===== src/rtl/cpualu_pkg.sv =====
package cpualu_pkg;

  // Flag nibble bit positions
  localparam int unsigned FlagZ = 3;
  localparam int unsigned FlagN = 2;
  localparam int unsigned FlagH = 1;
  localparam int unsigned FlagC = 0;

  // Decimal adjust constants
  localparam logic [7:0] DaaUpperLimit = 8'h99;
  localparam logic [7:0] DaaUpperAdj   = 8'h60;
  localparam logic [7:0] DaaLowerAdj   = 8'h06;
  localparam logic [3:0] DaaLowerLimit = 4'd9;

  typedef enum logic [2:0] {
    MODE_ALU  = 3'd0,
    MODE_SHF  = 3'd1,
    MODE_BIT  = 3'd2,
    MODE_RES  = 3'd3,
    MODE_SET  = 3'd4,
    MODE_MISC = 3'd5
  } mode_t;

  typedef enum logic [2:0] {
    ALU_ADD = 3'd0,
    ALU_ADC = 3'd1,
    ALU_SUB = 3'd2,
    ALU_SBC = 3'd3,
    ALU_AND = 3'd4,
    ALU_XOR = 3'd5,
    ALU_OR  = 3'd6,
    ALU_CP  = 3'd7
  } alu_op_t;

  typedef enum logic [2:0] {
    SHF_RLC  = 3'd0,
    SHF_RRC  = 3'd1,
    SHF_RL   = 3'd2,
    SHF_RR   = 3'd3,
    SHF_SLA  = 3'd4,
    SHF_SRA  = 3'd5,
    SHF_SWAP = 3'd6,
    SHF_SRL  = 3'd7
  } shf_op_t;

  typedef enum logic [2:0] {
    MISC_RLCA = 3'd0,
    MISC_RRCA = 3'd1,
    MISC_RLA  = 3'd2,
    MISC_RRA  = 3'd3,
    MISC_DAA  = 3'd4,
    MISC_CPL  = 3'd5,
    MISC_SCF  = 3'd6,
    MISC_CCF  = 3'd7
  } misc_op_t;

  typedef struct packed {
    logic [3:0] flags_in;
    logic [7:0] operand;
    logic [7:0] acc;
    logic [2:0] sel;
    logic [2:0] mode;
  } in_item_t;

  typedef struct packed {
    logic [3:0] flags_out;
    logic       writes_result;
    logic [7:0] result;
  } out_item_t;

endpackage


===== src/rtl/cpu_8bit_alu_with_flags_top.sv =====
// 8-bit processor ALU with Z/N/H/C flags: add, subtract and logic ops, compare,
// rotates, shifts and swap, bit test/reset/set, and the accumulator ops
// (RLCA, RRCA, RLA, RRA, DAA, CPL, SCF, CCF). One transaction is taken per clock
// while s_tready is high. Each is held in the input register, then the ALU logic
// loads the result register, which offers the result on m_tvalid. With m_tready
// held high the block sustains one operation per cycle; s_tready drops only when
// both the input and result registers hold data the downstream side has not taken.
module cpu_8bit_alu_with_flags_top (
  input  logic        clk,
  input  logic        rst,
  input  logic        s_tvalid,
  output logic        s_tready,
  input  logic [23:0] s_tdata,  // acc[7:0], operand[15:8], flags_in[19:16], zero[23:20]
  input  logic [5:0]  s_tuser,  // mode[2:0], sel[5:3]
  output logic        m_tvalid,
  input  logic        m_tready,
  output logic [15:0] m_tdata,  // result[7:0], flags_out[11:8], zero[15:12]
  output logic        m_tuser   // writes_result
);

  logic                  in_valid;
  cpualu_pkg::in_item_t  in_item;
  logic                  out_valid;
  cpualu_pkg::out_item_t out_item;
  cpualu_pkg::out_item_t core_res;
  logic                  out_load;

  // Result register frees up when empty or being drained this cycle
  assign out_load = in_valid & (~out_valid | m_tready);
  assign s_tready = ~in_valid | ~out_valid | m_tready;

  always_ff @(posedge clk) begin
    if (rst) begin
      in_valid <= 1'b0;
    end else if (s_tready) begin
      in_valid <= s_tvalid;
    end
  end

  always_ff @(posedge clk) begin
    if (s_tready && s_tvalid) begin
      in_item.mode     <= s_tuser[2:0];
      in_item.sel      <= s_tuser[5:3];
      in_item.acc      <= s_tdata[7:0];
      in_item.operand  <= s_tdata[15:8];
      in_item.flags_in <= s_tdata[19:16];
    end
  end

  cpualu_core u_core (
    .item (in_item),
    .res  (core_res)
  );

  always_ff @(posedge clk) begin
    if (rst) begin
      out_valid <= 1'b0;
    end else if (out_load) begin
      out_valid <= 1'b1;
    end else if (m_tready) begin
      out_valid <= 1'b0;
    end
  end

  always_ff @(posedge clk) begin
    if (out_load) begin
      out_item <= core_res;
    end
  end

  assign m_tvalid = out_valid;
  assign m_tdata  = {4'd0, out_item.flags_out, out_item.result};
  assign m_tuser  = out_item.writes_result;

endmodule


===== src/rtl/cpualu_core.sv =====
module cpualu_core (
  input  cpualu_pkg::in_item_t  item,
  output cpualu_pkg::out_item_t res
);

  // Returns {carry, value} for the rotate and shift group
  function automatic logic [8:0] shift_op(input logic [2:0] s, input logic [7:0] v,
                                          input logic cin);
    logic [8:0] o;
    case (cpualu_pkg::shf_op_t'(s))
      cpualu_pkg::SHF_RLC:  o = {v[7], v[6:0], v[7]};
      cpualu_pkg::SHF_RRC:  o = {v[0], v[0], v[7:1]};
      cpualu_pkg::SHF_RL:   o = {v[7], v[6:0], cin};
      cpualu_pkg::SHF_RR:   o = {v[0], cin, v[7:1]};
      cpualu_pkg::SHF_SLA:  o = {v[7], v[6:0], 1'b0};
      cpualu_pkg::SHF_SRA:  o = {v[0], v[7], v[7:1]};
      cpualu_pkg::SHF_SWAP: o = {1'b0, v[3:0], v[7:4]};
      default:              o = {v[0], 1'b0, v[7:1]};
    endcase
    return o;
  endfunction

  logic [7:0] a;
  logic [7:0] b;
  logic [3:0] f;
  logic       cin;
  logic       add_c;
  logic       sub_c;
  logic [8:0] add_full;
  logic [4:0] add_half;
  logic [8:0] sub_full;
  logic [4:0] sub_half;
  logic [8:0] shf_b;
  logic [8:0] shf_a;
  logic [7:0] bit_mask;
  logic [7:0] daa_r;
  logic       daa_c;

  assign a   = item.acc;
  assign b   = item.operand;
  assign f   = item.flags_in;
  assign cin = f[cpualu_pkg::FlagC];

  assign add_c = (item.sel == cpualu_pkg::ALU_ADC) & cin;
  assign sub_c = (item.sel == cpualu_pkg::ALU_SBC) & cin;

  // Bit 8 / bit 4 give carry out on add and borrow on subtract
  assign add_full = {1'b0, a} + {1'b0, b} + {8'd0, add_c};
  assign add_half = {1'b0, a[3:0]} + {1'b0, b[3:0]} + {4'd0, add_c};
  assign sub_full = {1'b0, a} - {1'b0, b} - {8'd0, sub_c};
  assign sub_half = {1'b0, a[3:0]} - {1'b0, b[3:0]} - {4'd0, sub_c};

  assign shf_b    = shift_op(item.sel, b, cin);
  assign shf_a    = shift_op(item.sel, a, cin);
  assign bit_mask = 8'd1 << item.sel;

  always_comb begin
    daa_r = a;
    daa_c = cin;
    if (!f[cpualu_pkg::FlagN]) begin
      if (cin || (a > cpualu_pkg::DaaUpperLimit)) begin
        daa_r = daa_r + cpualu_pkg::DaaUpperAdj;
        daa_c = 1'b1;
      end
      if (f[cpualu_pkg::FlagH] || (daa_r[3:0] > cpualu_pkg::DaaLowerLimit)) begin
        daa_r = daa_r + cpualu_pkg::DaaLowerAdj;
      end
    end else begin
      if (cin) begin
        daa_r = daa_r - cpualu_pkg::DaaUpperAdj;
      end
      if (f[cpualu_pkg::FlagH]) begin
        daa_r = daa_r - cpualu_pkg::DaaLowerAdj;
      end
    end
  end

  always_comb begin
    res.result        = a;
    res.writes_result = 1'b1;
    res.flags_out     = f;
    case (cpualu_pkg::mode_t'(item.mode))
      cpualu_pkg::MODE_ALU: begin
        case (cpualu_pkg::alu_op_t'(item.sel))
          cpualu_pkg::ALU_ADD, cpualu_pkg::ALU_ADC: begin
            res.result    = add_full[7:0];
            res.flags_out = {add_full[7:0] == 8'd0, 1'b0, add_half[4], add_full[8]};
          end
          cpualu_pkg::ALU_SUB, cpualu_pkg::ALU_SBC, cpualu_pkg::ALU_CP: begin
            res.result        = sub_full[7:0];
            res.flags_out     = {sub_full[7:0] == 8'd0, 1'b1, sub_half[4], sub_full[8]};
            res.writes_result = (item.sel != cpualu_pkg::ALU_CP);
          end
          cpualu_pkg::ALU_AND: begin
            res.result    = a & b;
            res.flags_out = {(a & b) == 8'd0, 1'b0, 1'b1, 1'b0};
          end
          cpualu_pkg::ALU_XOR: begin
            res.result    = a ^ b;
            res.flags_out = {(a ^ b) == 8'd0, 3'b000};
          end
          default: begin
            res.result    = a | b;
            res.flags_out = {(a | b) == 8'd0, 3'b000};
          end
        endcase
      end
      cpualu_pkg::MODE_SHF: begin
        res.result    = shf_b[7:0];
        res.flags_out = {shf_b[7:0] == 8'd0, 2'b00, shf_b[8]};
      end
      cpualu_pkg::MODE_BIT: begin
        res.result        = b;
        res.writes_result = 1'b0;
        res.flags_out     = {(b & bit_mask) == 8'd0, 1'b0, 1'b1, cin};
      end
      cpualu_pkg::MODE_RES: begin
        res.result = b & ~bit_mask;
      end
      cpualu_pkg::MODE_SET: begin
        res.result = b | bit_mask;
      end
      cpualu_pkg::MODE_MISC: begin
        case (cpualu_pkg::misc_op_t'(item.sel))
          cpualu_pkg::MISC_RLCA, cpualu_pkg::MISC_RRCA,
          cpualu_pkg::MISC_RLA, cpualu_pkg::MISC_RRA: begin
            res.result    = shf_a[7:0];
            res.flags_out = {3'b000, shf_a[8]};
          end
          cpualu_pkg::MISC_DAA: begin
            res.result    = daa_r;
            res.flags_out = {daa_r == 8'd0, f[cpualu_pkg::FlagN], 1'b0, daa_c};
          end
          cpualu_pkg::MISC_CPL: begin
            res.result    = ~a;
            res.flags_out = {f[cpualu_pkg::FlagZ], 1'b1, 1'b1, cin};
          end
          cpualu_pkg::MISC_SCF: begin
            res.flags_out = {f[cpualu_pkg::FlagZ], 2'b00, 1'b1};
          end
          default: begin
            res.flags_out = {f[cpualu_pkg::FlagZ], 2'b00, ~cin};
          end
        endcase
      end
      default: begin
        // Unused modes pass the accumulator and flags through, no write-back
        res.writes_result = 1'b0;
      end
    endcase
  end

endmodule


===== config.mk =====
export PLATFORM = sky130hd
export DESIGN_NAME = cpu_8bit_alu_with_flags_top
export DESIGN_NICKNAME = d
export VERILOG_FILES = /design/src/rtl/cpualu_pkg.sv /design/src/rtl/cpu_8bit_alu_with_flags_top.sv /design/src/rtl/cpualu_core.sv
export SDC_FILE = /design/constraint.sdc
export NUM_CORES = 1
export LEC_CHECK = 0
export BUFFER_PORTS_ARGS = -buffer_cell sky130_fd_sc_hd__buf_2
export CORE_MARGIN = 2
export CORE_UTILIZATION = 38
export CTS_BUF_LIST = sky130_fd_sc_hd__clkbuf_2
export DETAILED_ROUTE_END_ITERATION = 16
export PLACE_DENSITY = 0.55
export SYNTH_ARGS = -nofsm -noshare
export SYNTH_HDL_FRONTEND = slang
export SYNTH_SLANG_ARGS = --single-unit

===== constraint.sdc =====
create_clock -name clk -period 4.7 [get_ports clk]
set_clock_uncertainty 0.05 [all_clocks]
set_input_delay 0.47 -clock clk [delete_from_list [all_inputs] [get_ports clk]]
set_output_delay 0.47 -clock clk [all_outputs]
set_load 0.03 [all_outputs]

* After elaboration in Yosys (flattened, before gate mapping) *
Cells that the tools add are included.

storage, ports and cells
  flip-flop bits (word level) = 41
  input port bits = 34
  output and inout port bits = 19
  word-level logic and storage cells = 94

cells by class
  $add $sub $neg = 12
  magnitude comparators = 2
  eq/ne operators = 13
  shift operators = 1
  mux-type cells = 21
  bitwise operators = 17
  reduce and logical (&&, ||, !) cells = 18

operator list
  cell                                                   number
  zero test 8 bit                                        8
  case mux 9 bit (7 select lines)                        1
  two-way mux 8 bit                                      7
  case mux 4 bit (4 select lines)                        3
  case mux 8 bit (6 select lines)                        1
  case mux 9 bit (5 select lines)                        1
  case mux 8 bit (4 select lines)                        1
  bitwise AND 8 bit                                      3
  case mux 8 bit (3 select lines)                        1
  == test 3 bit (second input constant)                  6
  inverter 8 bit                                         2
  OR 8 bit                                               2
  == test 3 x 2 -> 1 bit (second input constant)         4
  adder 8 x 8 -> 9 bit                                   1
  adder 9 x 1 -> 9 bit                                   1
  subtractor 8 x 8 -> 9 bit                              1
  subtractor 9 x 1 -> 9 bit                              1
  adder 8 x 3 -> 8 bit (second input constant)           1
  adder 8 x 7 -> 8 bit (second input constant)           1
  greater-than comparator 8 bit (second input constant)  1
  OR reduction 4 bit                                     2
  left shift 1 x 3 -> 8 bit (first input constant)       1
  subtractor 8 x 3 -> 8 bit (second input constant)      1
  subtractor 8 x 7 -> 8 bit (second input constant)      1
  19 further kinds                                       32

* Logic depth before layout (Yosys ltp) *
Gate-level depths: netlist (run 1).

  depth after elaboration = 11
  mapped depth = 13
  depth with buffers taken out = 12

* Modules after synthesis *
A second synthesis (run 1) with hierarchy kept.

second synthesis, totals
  cells, all modules = 582
  area, all modules = 4760.8 µm²

modules (own cells, without submodules)
  module                       instances  cells an instance  area an instance (µm²)  sequential area each (µm²)
  cpualu_core                  1          528                3452.1                  0.0
  cpu_8bit_alu_with_flags_top  1          54                 1308.8                  1211.2

* Worst setup path before layout (run 1) *
No wires, ideal clock.

  kind = flip-flop to flip-flop
  start point = reg in_item[5] in the netlist's numbering
  end point = reg out_item (netlist bit m_tdata[11]), data pin
  library setup time = 0.152 ns
  arrival = 3.138 ns
  path slack = 1.360 ns
  stages on the path, launching flop included = 14
  clock period less this slack = 3.340 ns
  path through = edfxtp_1 -> buf_2 -> buf_2 -> nor3_1 -> nand2_1 -> fa_1 -> fa_1 -> o21ai_1 -> nor2b_1 -> xnor2_1 -> or4_1 -> nor3_1 -> o21ai_0 -> a31oi_1

RTL lines
  element               RTL line                           RTL
  from (decl)           cpu_8bit_alu_with_flags_top.sv:22  cpualu_pkg::in_item_t in_item;
  to (signal assigned)  cpu_8bit_alu_with_flags_top.sv:67  out_item <= core_res;
  to (decl)             cpu_8bit_alu_with_flags_top.sv:24  cpualu_pkg::out_item_t out_item;

==> flow_summary.toml, run 1 <==
[clocking]
cts_tree = "done"
root_buffer = "clkbuf_2"
path_clk_slew_ns = 0.23
numCtsBuffers = 5
h-tree-depth = 2
post-cts-setup-buffer-count = 0
insertion_delay_ns = 0.47
clock-sinks = 41
ctsHoldBuffers = 0
post_cts_resized = 0
cts_buffer_depth = 2

[worst_setup_path]
rr_endpoint = "m_tdata[11]"
critical_path_class = "register to register"
cp.depth = 11
reg2reg_setup_slack_ns = 0.77
setup.worst_path.end = "m_tdata[11]"
max_stage_delay_ns = 0.47
crit_family = "simple AND/OR/NAND/NOR gates"
crit_buf_inv = 0
worstPathRequired_ns = 4.85
reg2reg_from = "in_item[4]"
cp-startpoint = "in_item[4]"
path_max_fanout = 10
crit_top_cell = "fa_1"
reg2regPathDepth = 11
end_kind = "register"
cp_slowest_cell = "edfxtp_1"
critical_path_arrival_ns = 4.08
path_cells = "nor2_2 -> nand3_1 -> fa_1 -> fa_1 -> nand2b_1 -> a211oi_1 -> nor4_1 -> nor3_1 -> o41ai_1 -> o21ai_0 -> a31oi_1"
worstSetupStartpointType = "register"

[floorplanning]
die_width_um = 113
io_pins = 53
core-area_um2 = 11600
die_h_um = 113
start_util_pct = 39.3
die_area_um2 = 12900
rows = 39

[cells_and_area]
final_nets = 639
fin_area_um2 = 4880
drive_gt1_share_pct = 13.5
area_delta_synth_final_pct = 7.29
insertedDiodeCount = 0
fin_util_pct = 42.2
fillCellCount = 1200

[global_routing]
grt_pass1_vias = 4122
grt_max_degree = 54
grtUsageTotal_pct = 23.8
grt_overflow_total = 0
grt_pass1_wl_um = 23700
antenna_found_initial = 0

[detailed_routing]
drt_wl_total_um = 15400
highest-signal-layer = "met4"
vias = 4464
drtIter0Drc = 517
wirelength_met1_um = 6880
post_drt_wl_per_cell_um = 21.5
viasPerCell = 6.26
wl_met2_um = 6940
drtAntennaViolNets = 0
wl_met3_um = 1170
route.detailed.drc = 0
first_pass_iters = 7

[timing]
fin_crit_sh_pct = 83.6
final-setup-viol-count = 0
whs_ns = 0.0759
setup_slack_ns = 0.771
maxSlewViolCount = 0
rsz0062_at_grt = "false"
worst-slew-pin-transition_ns = 1.06
relSlewSlack_pct = 29.2
layout_min_cycle_time_ns = 3.93
clock.fmax_mhz = 254
setup-tns-final_ns = 0
hold_violations = 0

[place]
place_congestion = 0.952
dp_slack_ns = 0.935
post_dp_cell_area_um2 = 4810
io_buffers = 44
hpwl_um = 11100

[logic_synthesis]
synth_area_leaders = "edfxtp_1 (26%), ha_1 (8.8%), a21oi_1 (4.5%), o21ai_0 (4.1%), nand2_1 (3.6%)"
synth_largest_area_cell = "edfxtp_1"
yosys_warnings = 0
syn_avg_cell_area_um2 = 8.25
async_flop_share_pct = 0
synthesis.area_um2 = 4550
ys_ff_latch = 41
synth_flop_cell = "edfxtp_1"
ys_types = 70
synth.most_common_cell = "nand2_1"
synth_edf_count = 39
synthTopCellsByCount = "nand2_1 (43), a21oi_1 (41), nor2_1 (41)"
synth_cells = 551
ys_seq_area_share_pct = 26.6
post-synth-top-area-fraction_pct = 25.8

[pwr]
leakage_nw = 1.84
seqPwrFrac_pct = 42.0
p_sw_w = 0.000441
intPower_w = 0.000679
max-vdd-ir-drop_mv = 0.128
p_sw_share_pct = 39.4
p_comb_share_pct = 38.4
clock_power_share_pct = 19.5
power_density_nw_per_um2 = 230

[run]
cap_violations = 0

[outcome]
outcome = "completed"

[worst_hold_path]
hold_class = "input pin to register"
-- layer usage --
| layer | track usage [%] | vias up |
|---|---|---|
| met3 | 3.72 | 28 |
| met5 | 0 | - |
| met4 | 7.15 | 0 |
| li1 | - | 2096 |
| met2 | 37.5 | 219 |
| met1 | 33.9 | 2121 |
-- worst min path at each step --
stage | end | slack (ns) | start | depth (start not counted)
2_1_floorplan | m_tvalid | 0.43 | in_valid | 2
3_3_place_gp | m_tvalid | 0.45 | in_valid | 2
3_5_place_dp | m_tvalid | 0.45 | in_valid | 2
4_1_cts | m_tvalid | 0.05 | rst | 2
5_1_grt | in_valid | 0.04 | rst | 2
6_report | in_valid | 0.08 | rst | 2
-- cell type report --
cell class / instances / area (um2) / share of cell area (%)
Clock buffer: 5 / 25.0 / 0.513
Clock inverter: 3 / 41.3 / 0.847
Inverter: 28 / 105 / 2.15
Multi-Input combinational cell: 439 / 3020 / 61.9
Sequential cell: 41 / 1210 / 24.8
Tap cell: 143 / 179 / 3.67
Timing Repair Buffer: 54 / 295 / 6.05
-- power groups by stage --
stage               registers, W  clock network, W  logic (W)
CTS                     0.000470          0.000229   0.000423
global placement        0.000477                 0   0.000416
floorplan               0.000465                 0   0.000312
finish                  0.000471          0.000219   0.000430
detailed placement      0.000478                 0   0.000421
global route            0.000474          0.000242   0.000470
-- cell usage in the layout, fill, tap and decap left out, types with 16 or more instances in the layout --
cell       n
xnor2_1   16
nor2_1    41
nand2_1   43
inv_1     26
a21oi_1   41
buf_2     44
o21ai_0   37
ha_1      32
nor3_1    19
edfxtp_1  39
-- kinds of logic (layout without fill, tap and decap cells) --
family	Yosys count	in the layout	synth area share (%)
and+or+nand+nor	174	174	19.1
other	1	4	0.0825
adders and majority gates	36	36	10.6
muxes	17	17	4.60
DFF	41	41	26.6
AOI/OAI and AO/OA	189	189	28.2
buffers and inverters	74	90	7.16
xor gates and xnor gates	19	19	3.66
-- sequential cells by signal (all words and copies together), names as in the netlist --
name	count
in_item	26
m_tdata	12
in_valid	1
m_tuser	1
m_tvalid	1
-- metrics by stage --
stage | total power, W | std cells
floorplan | 0.000777 | 554
global placement | 0.000893 | 705
detailed placement | 0.000899 | 705
CTS | 0.00112 | 713
global route | 0.00119 | 713
finish | 0.00112 | 713
No activity file was read; power rests on OpenSTA's default activity.
==> inputs of run 2 (changes only) <==
--- a/config.mk
+++ b/config.mk
@@ -5,12 +5,13 @@
 export SDC_FILE = /design/constraint.sdc
 export NUM_CORES = 1
 export LEC_CHECK = 0
+export ABC_AREA = 1
 export BUFFER_PORTS_ARGS = -buffer_cell sky130_fd_sc_hd__buf_2
 export CORE_MARGIN = 2
 export CORE_UTILIZATION = 38
 export CTS_BUF_LIST = sky130_fd_sc_hd__clkbuf_2
 export DETAILED_ROUTE_END_ITERATION = 16
-export PLACE_DENSITY = 0.55
+export PLACE_DENSITY = 0.57
 export SYNTH_ARGS = -nofsm -noshare
 export SYNTH_HDL_FRONTEND = slang
 export SYNTH_SLANG_ARGS = --single-unit
==> constraint.sdc (replaced) <==
create_clock -name clk -period 3.45 [get_ports clk]
set_clock_uncertainty 0.05 [all_clocks]
set_input_delay 0.345 -clock clk [delete_from_list [all_inputs] [get_ports clk]]
set_output_delay 0.345 -clock clk [all_outputs]
set_load 0.03 [all_outputs]
==> flow_summary.toml, run 2 <==
[outcome]
outcome = "completed"

[run]
cap_violations = 0

[timing]
clock.fmax_mhz = 308
maxSlewViolCount = 0
fin_crit_sh_pct = 94.1
rsz0062_at_grt = "false"
worst-slew-pin-transition_ns = 1.23
layout_min_cycle_time_ns = 3.24
setup_slack_ns = 0.205
relSlewSlack_pct = 18.3
final-setup-viol-count = 0
setup-tns-final_ns = 0
hold_violations = 0
whs_ns = 0.0277

[worst_setup_path]
reg2reg_from = "in_item[5]"
path_max_fanout = 3
worstSetupStartpointType = "register"
rr_endpoint = "m_tdata[11]"
cp-startpoint = "in_item[5]"
reg2regPathDepth = 15
end_kind = "register"
worstPathRequired_ns = 3.60
setup.worst_path.end = "m_tdata[11]"
critical_path_class = "register to register"
reg2reg_setup_slack_ns = 0.21
critical_path_arrival_ns = 3.40

[floorplanning]
rows = 39
die_width_um = 112
core-area_um2 = 11400
die_area_um2 = 12600
start_util_pct = 38.9
io_pins = 53
die_h_um = 112

[detailed_routing]
vias = 4728
drtAntennaViolNets = 0
viasPerCell = 5.66
drt_wl_total_um = 15900
first_pass_iters = 7
drtIter0Drc = 486
route.detailed.drc = 0
post_drt_wl_per_cell_um = 19.0

[place]
place_congestion = 1.00
dp_slack_ns = 0.241
hpwl_um = 12500
io_buffers = 44

[pwr]
power_density_nw_per_um2 = 287
clock_power_share_pct = 14.8
p_sw_share_pct = 42.0
p_comb_share_pct = 44.3
seqPwrFrac_pct = 40.9
leakage_nw = 2.37
p_sw_w = 0.000620
max-vdd-ir-drop_mv = 0.186
intPower_w = 0.000857

[clocking]
insertion_delay_ns = 0.42
h-tree-depth = 2
root_buffer = "clkbuf_2"
numCtsBuffers = 5
cts_tree = "done"
clock-sinks = 41
path_clk_slew_ns = 0.22
cts_buffer_depth = 2

[logic_synthesis]
synth.most_common_cell = "nand2_1"
post-synth-top-area-fraction_pct = 26.4
syn_avg_cell_area_um2 = 7.26
yosys_warnings = 0
ys_types = 44
async_flop_share_pct = 0
synth_flop_cell = "edfxtp_1"
synthesis.area_um2 = 4440
synth_largest_area_cell = "edfxtp_1"
ys_ff_latch = 41
ys_seq_area_share_pct = 27.3
synth_area_leaders = "edfxtp_1 (26%), nand2_1 (10%), ha_1 (9.0%), inv_1 (6.9%), a21oi_1 (5.8%)"
synth_cells = 611
synth_edf_count = 39
synthTopCellsByCount = "nand2_1 (118), inv_1 (81), a21oi_1 (51)"

[cells_and_area]
final_nets = 762
insertedDiodeCount = 0
final_common_cell = "nand2_1"
area_delta_synth_final_pct = 16.1
largest_reg_flops = 26
mostFrequentLayoutCells = "nand2_1 (118), inv_1 (81), a21oi_1 (51)"
drive_gt1_share_pct = 17.7
top_register = "in_item"

[global_routing]
antenna_found_initial = 0
grtUsageTotal_pct = 25.5
grt_pass1_wl_um = 25100
grt_max_degree = 27
grt_overflow_total = 0
grt_pass1_vias = 4656

[worst_hold_path]
hold_depth = 1
hold_class = "input pin to register"
-- run 2: cell count changes in the layout (fill, tap and decap cells not counted), sizes merged, moves of 13 or more --
cell,previous run,this run
buf,54,81
dlygate4sd3,0,13
inv,28,93
mux2i,13,0
nand2,44,132
nand2b,13,0
nand3,8,48
-- run 2: cells by family (layout without fill, tap and decap cells) --
logic type,count (synthesis),after routing,share of synthesized area (%)
buffers and inverters,115,194,11.1
flip-flops,41,41,27.3
XOR/XNOR,15,15,2.96
adder cells (fa/ha/maj),36,36,10.8
AO/OA/AOI/OAI,153,153,21.3
AND/OR/NAND/NOR,250,250,26.4
other,1,4,0.0845
-- run 2: critical path, cell delays in order (launching register included) --
cell,delay (ns)
edfxtp_1,0.51
nor2_1,0.19
nand2_1,0.12
fa_1,0.44
fa_1,0.43
nor2_1,0.12
o21ai_0,0.15
nand2_1,0.11
nand2_1,0.05
nand2_1,0.05
nand2_1,0.06
xor2_1,0.16
nand3_1,0.10
nand3_1,0.10
a21oi_1,0.29
nand3_2,0.11
-- run 2: timing repair --
item | CTS | global route
gates resized for setup | 0 | 1
hold buffers | 7 | 6
hold endpoints to repair | 8 | 6
buffers inserted | 0 | 1
setup endpoints to repair | 0 | 1
-- run 2: metal layers --
metal	vias to the layer above	global-route usage, %	share of wire, %
met2	245	40.5	45
li1	2267	-	-
met1	2164	35.5	43
met3	52	3.89	7.7
met4	0	9.51	3.8
met5	-	0	0
-- run 2: how the worst min path moves through the flow --
stage | from | to | slack, ns
finish | s_tdata[16] | in_item[22] | 0.03
CTS | s_tuser[4] | in_item[4] | 0.01
global placement | in_valid | m_tvalid | 0.42
detailed placement | in_valid | m_tvalid | 0.42
global route | s_tdata[7] | in_item[13] | 0.002
floorplan | rst | in_valid | 0.36
-- run 2: per-stage QoR --
stage / util (%) / std cells / instance area [um2] / total power [W]
floorplan: - / 614 / 4450 / 0.00105
global placement: 43.5 / 814 / 4970 / 0.00124
detailed placement: 43.5 / 814 / 4970 / 0.00124
CTS: 44.5 / 829 / 5080 / 0.00147
global route: 45.1 / 836 / 5150 / 0.00157
finish: 45.1 / 836 / 5150 / 0.00148
-- run 2: cell type report --
| type | instances | area, um2 |
|---|---|---|
| repair buffers | 94 | 628 |
| well taps | 143 | 179 |
| fillers | 1186 | 6270 |
| multi-input cells | 458 | 2750 |
| clock buffers | 5 | 25.0 |
| flip-flops and latches | 41 | 1210 |
| clock inverters | 3 | 16.3 |
| inverters | 92 | 345 |
-- run 2: power by group through the flow --
stage / sequential, W / clock [W] / combinational, W
after floorplan: 0.000634 / 0 / 0.000412
after global placement: 0.000615 / 0 / 0.000623
after detailed placement: 0.000616 / 0 / 0.000624
after CTS: 0.000604 / 0.000231 / 0.000633
after global routing: 0.000608 / 0.000244 / 0.000719
final: 0.000604 / 0.000219 / 0.000654
==> inputs of run 3 (changes only) <==
--- a/config.mk
+++ b/config.mk
@@ -5,7 +5,6 @@
 export SDC_FILE = /design/constraint.sdc
 export NUM_CORES = 1
 export LEC_CHECK = 0
-export ABC_AREA = 1
 export BUFFER_PORTS_ARGS = -buffer_cell sky130_fd_sc_hd__buf_2
 export CORE_MARGIN = 2
 export CORE_UTILIZATION = 38
==> flow_summary.toml, run 3 (synthesis results as in run 1) <==
[outcome]
outcome = "completed"

[cells_and_area]
mostFrequentLayoutCells = "buf_4 (53), buf_2 (44), nand2_1 (43)"
insertedDiodeCount = 0
drive_gt1_share_pct = 22.8
fillCellCount = 1104
fin_area_um2 = 5640
fin_util_pct = 48.8
largest_reg_flops = 26
area_delta_synth_final_pct = 24.2
final_nets = 710
final_common_cell = "buf_4"
top_register = "in_item"

[detailed_routing]
drtIter0Drc = 493
first_pass_iters = 5
drtAntennaViolNets = 0
drt_wl_total_um = 15800
vias = 4708
post_drt_wl_per_cell_um = 20.2
viasPerCell = 6.01
route.detailed.drc = 0

[pwr]
leakage_nw = 2.23
power_density_nw_per_um2 = 294
max-vdd-ir-drop_mv = 0.181
p_total_w = 0.00166

[global_routing]
grt_pass1_vias = 4561
grt_pass1_wl_um = 25000
antenna_found_initial = 0
grt_overflow_total = 0
grt_max_degree = 53
met1_usage_pct = 34.4
use_met2_pct = 39.4
use_met3_pct = 3.93
grtUsageTotal_pct = 24.9
grt.busiest_layer = "met2"

[clocking]
root_buffer = "clkbuf_2"
h-tree-depth = 2
insertion_delay_ns = 0.45
cts_buffer_depth = 2
numCtsBuffers = 5
cts_tree = "done"
clock-sinks = 41
path_clk_slew_ns = 0.24

[timing]
whs_ns = 0.0351
clock.fmax_mhz = 296
setup_slack_ns = 0.0712
layout_min_cycle_time_ns = 3.38
final-setup-viol-count = 0
maxSlewViolCount = 0
hold_violations = 0
relSlewSlack_pct = 27.4
worst-slew-pin-transition_ns = 1.09
fin_crit_sh_pct = 97.9
rsz0062_at_grt = "true"

[run]
cap_violations = 0

[floorplanning]
die_h_um = 113
io_pins = 53
core-area_um2 = 11600
die_area_um2 = 12900
rows = 39
die_width_um = 113
start_util_pct = 39.3

[place]
place_congestion = 0.957
hpwl_um = 11400
io_buffers = 44
dp_slack_ns = -0.0250
post_dp_cell_area_um2 = 5120

[worst_hold_path]
hold_class = "input pin to register"

[worst_setup_path]
end_kind = "register"
critical_path_arrival_ns = 3.51
worstPathRequired_ns = 3.58
critical_path_class = "register to register"
path_max_fanout = 3
worstSetupStartpointType = "register"
[run 3: changes by cell type in the layout (fill, tap and decap cells not counted), sizes merged, moves of 13 or more]
cell         change
nand2           -88
inv             -65
nand3           -40
buf             +17
dlygate4sd3     +14
mux2i           +13
nand2b          +13
[run 3: power breakdown]
group / switching [W] / total (W) / internal [W]
clock network: 0.000175 / 0.000299 / 0.000125
registers: 0.0000267 / 0.000609 / 0.000582
logic: 0.000435 / 0.000752 / 0.000317
total: 0.000636 / 0.00166 / 0.00102
[run 3: routing by layer]
layer / share of wire [%] / vias up
met4: 3.9 / 0
met1: 44 / 2189
li1: - / 2243
met3: 7.5 / 48
met2: 45 / 228
met5: 0 / -
[run 3: timing repair]
item | 4_1_cts | 5_1_grt
hold buffers | 19 | 8
gates resized for setup | 7 | 26
hold endpoints to repair | 20 | 8
cloned | 0 | 0
buffers inserted | 0 | 4
pin swaps | 1 | 9
setup endpoints to repair | 3 | 6
[run 3: path summary, 6_finish.rpt]
path	startpoint	end	slack, ns	depth (start not counted)
setup / recovery	in_item[5]	m_tdata[11]	0.07	11
hold reg to reg	in_valid	m_tvalid	0.49	2
hold / removal	s_tvalid	in_valid	0.04	3
setup reg to reg	in_item[5]	m_tdata[11]	0.07	11
[run 3: area by class of cell]
| cell class | instances | area, um2 | area share (%) |
|---|---|---|---|
| Multi-Input combinational cell | 439 | 3180 | 56.4 |
| Sequential cell | 41 | 1210 | 21.5 |
| Timing Repair Buffer | 125 | 900 | 15.9 |
| Tap cell | 143 | 179 | 3.17 |
| Inverter | 28 | 105 | 1.86 |
| Clock inverter | 2 | 35.0 | 0.621 |
| Clock buffer | 6 | 30.0 | 0.532 |
[run 3: metrics by stage]
step           cells  setup TNS, ns
3_5_place_dp     746        -0.0250
5_1_grt          784         -0.119
4_1_cts          773              0
6_report         784              0
3_3_place_gp     746              0
2_1_floorplan    554              0
[run 3: worst max-delay path: stages, from the launching register on]
cell      delay (ns)
edfxtp_1        0.46
buf_4           0.16
nor2_2          0.11
nand3_2         0.11
fa_2            0.41
nand2b_1        0.17
a21oi_1         0.32
nor2_1          0.07
o311ai_1        0.60
o41ai_4         0.16
o21ai_1         0.36
a31oi_4         0.13
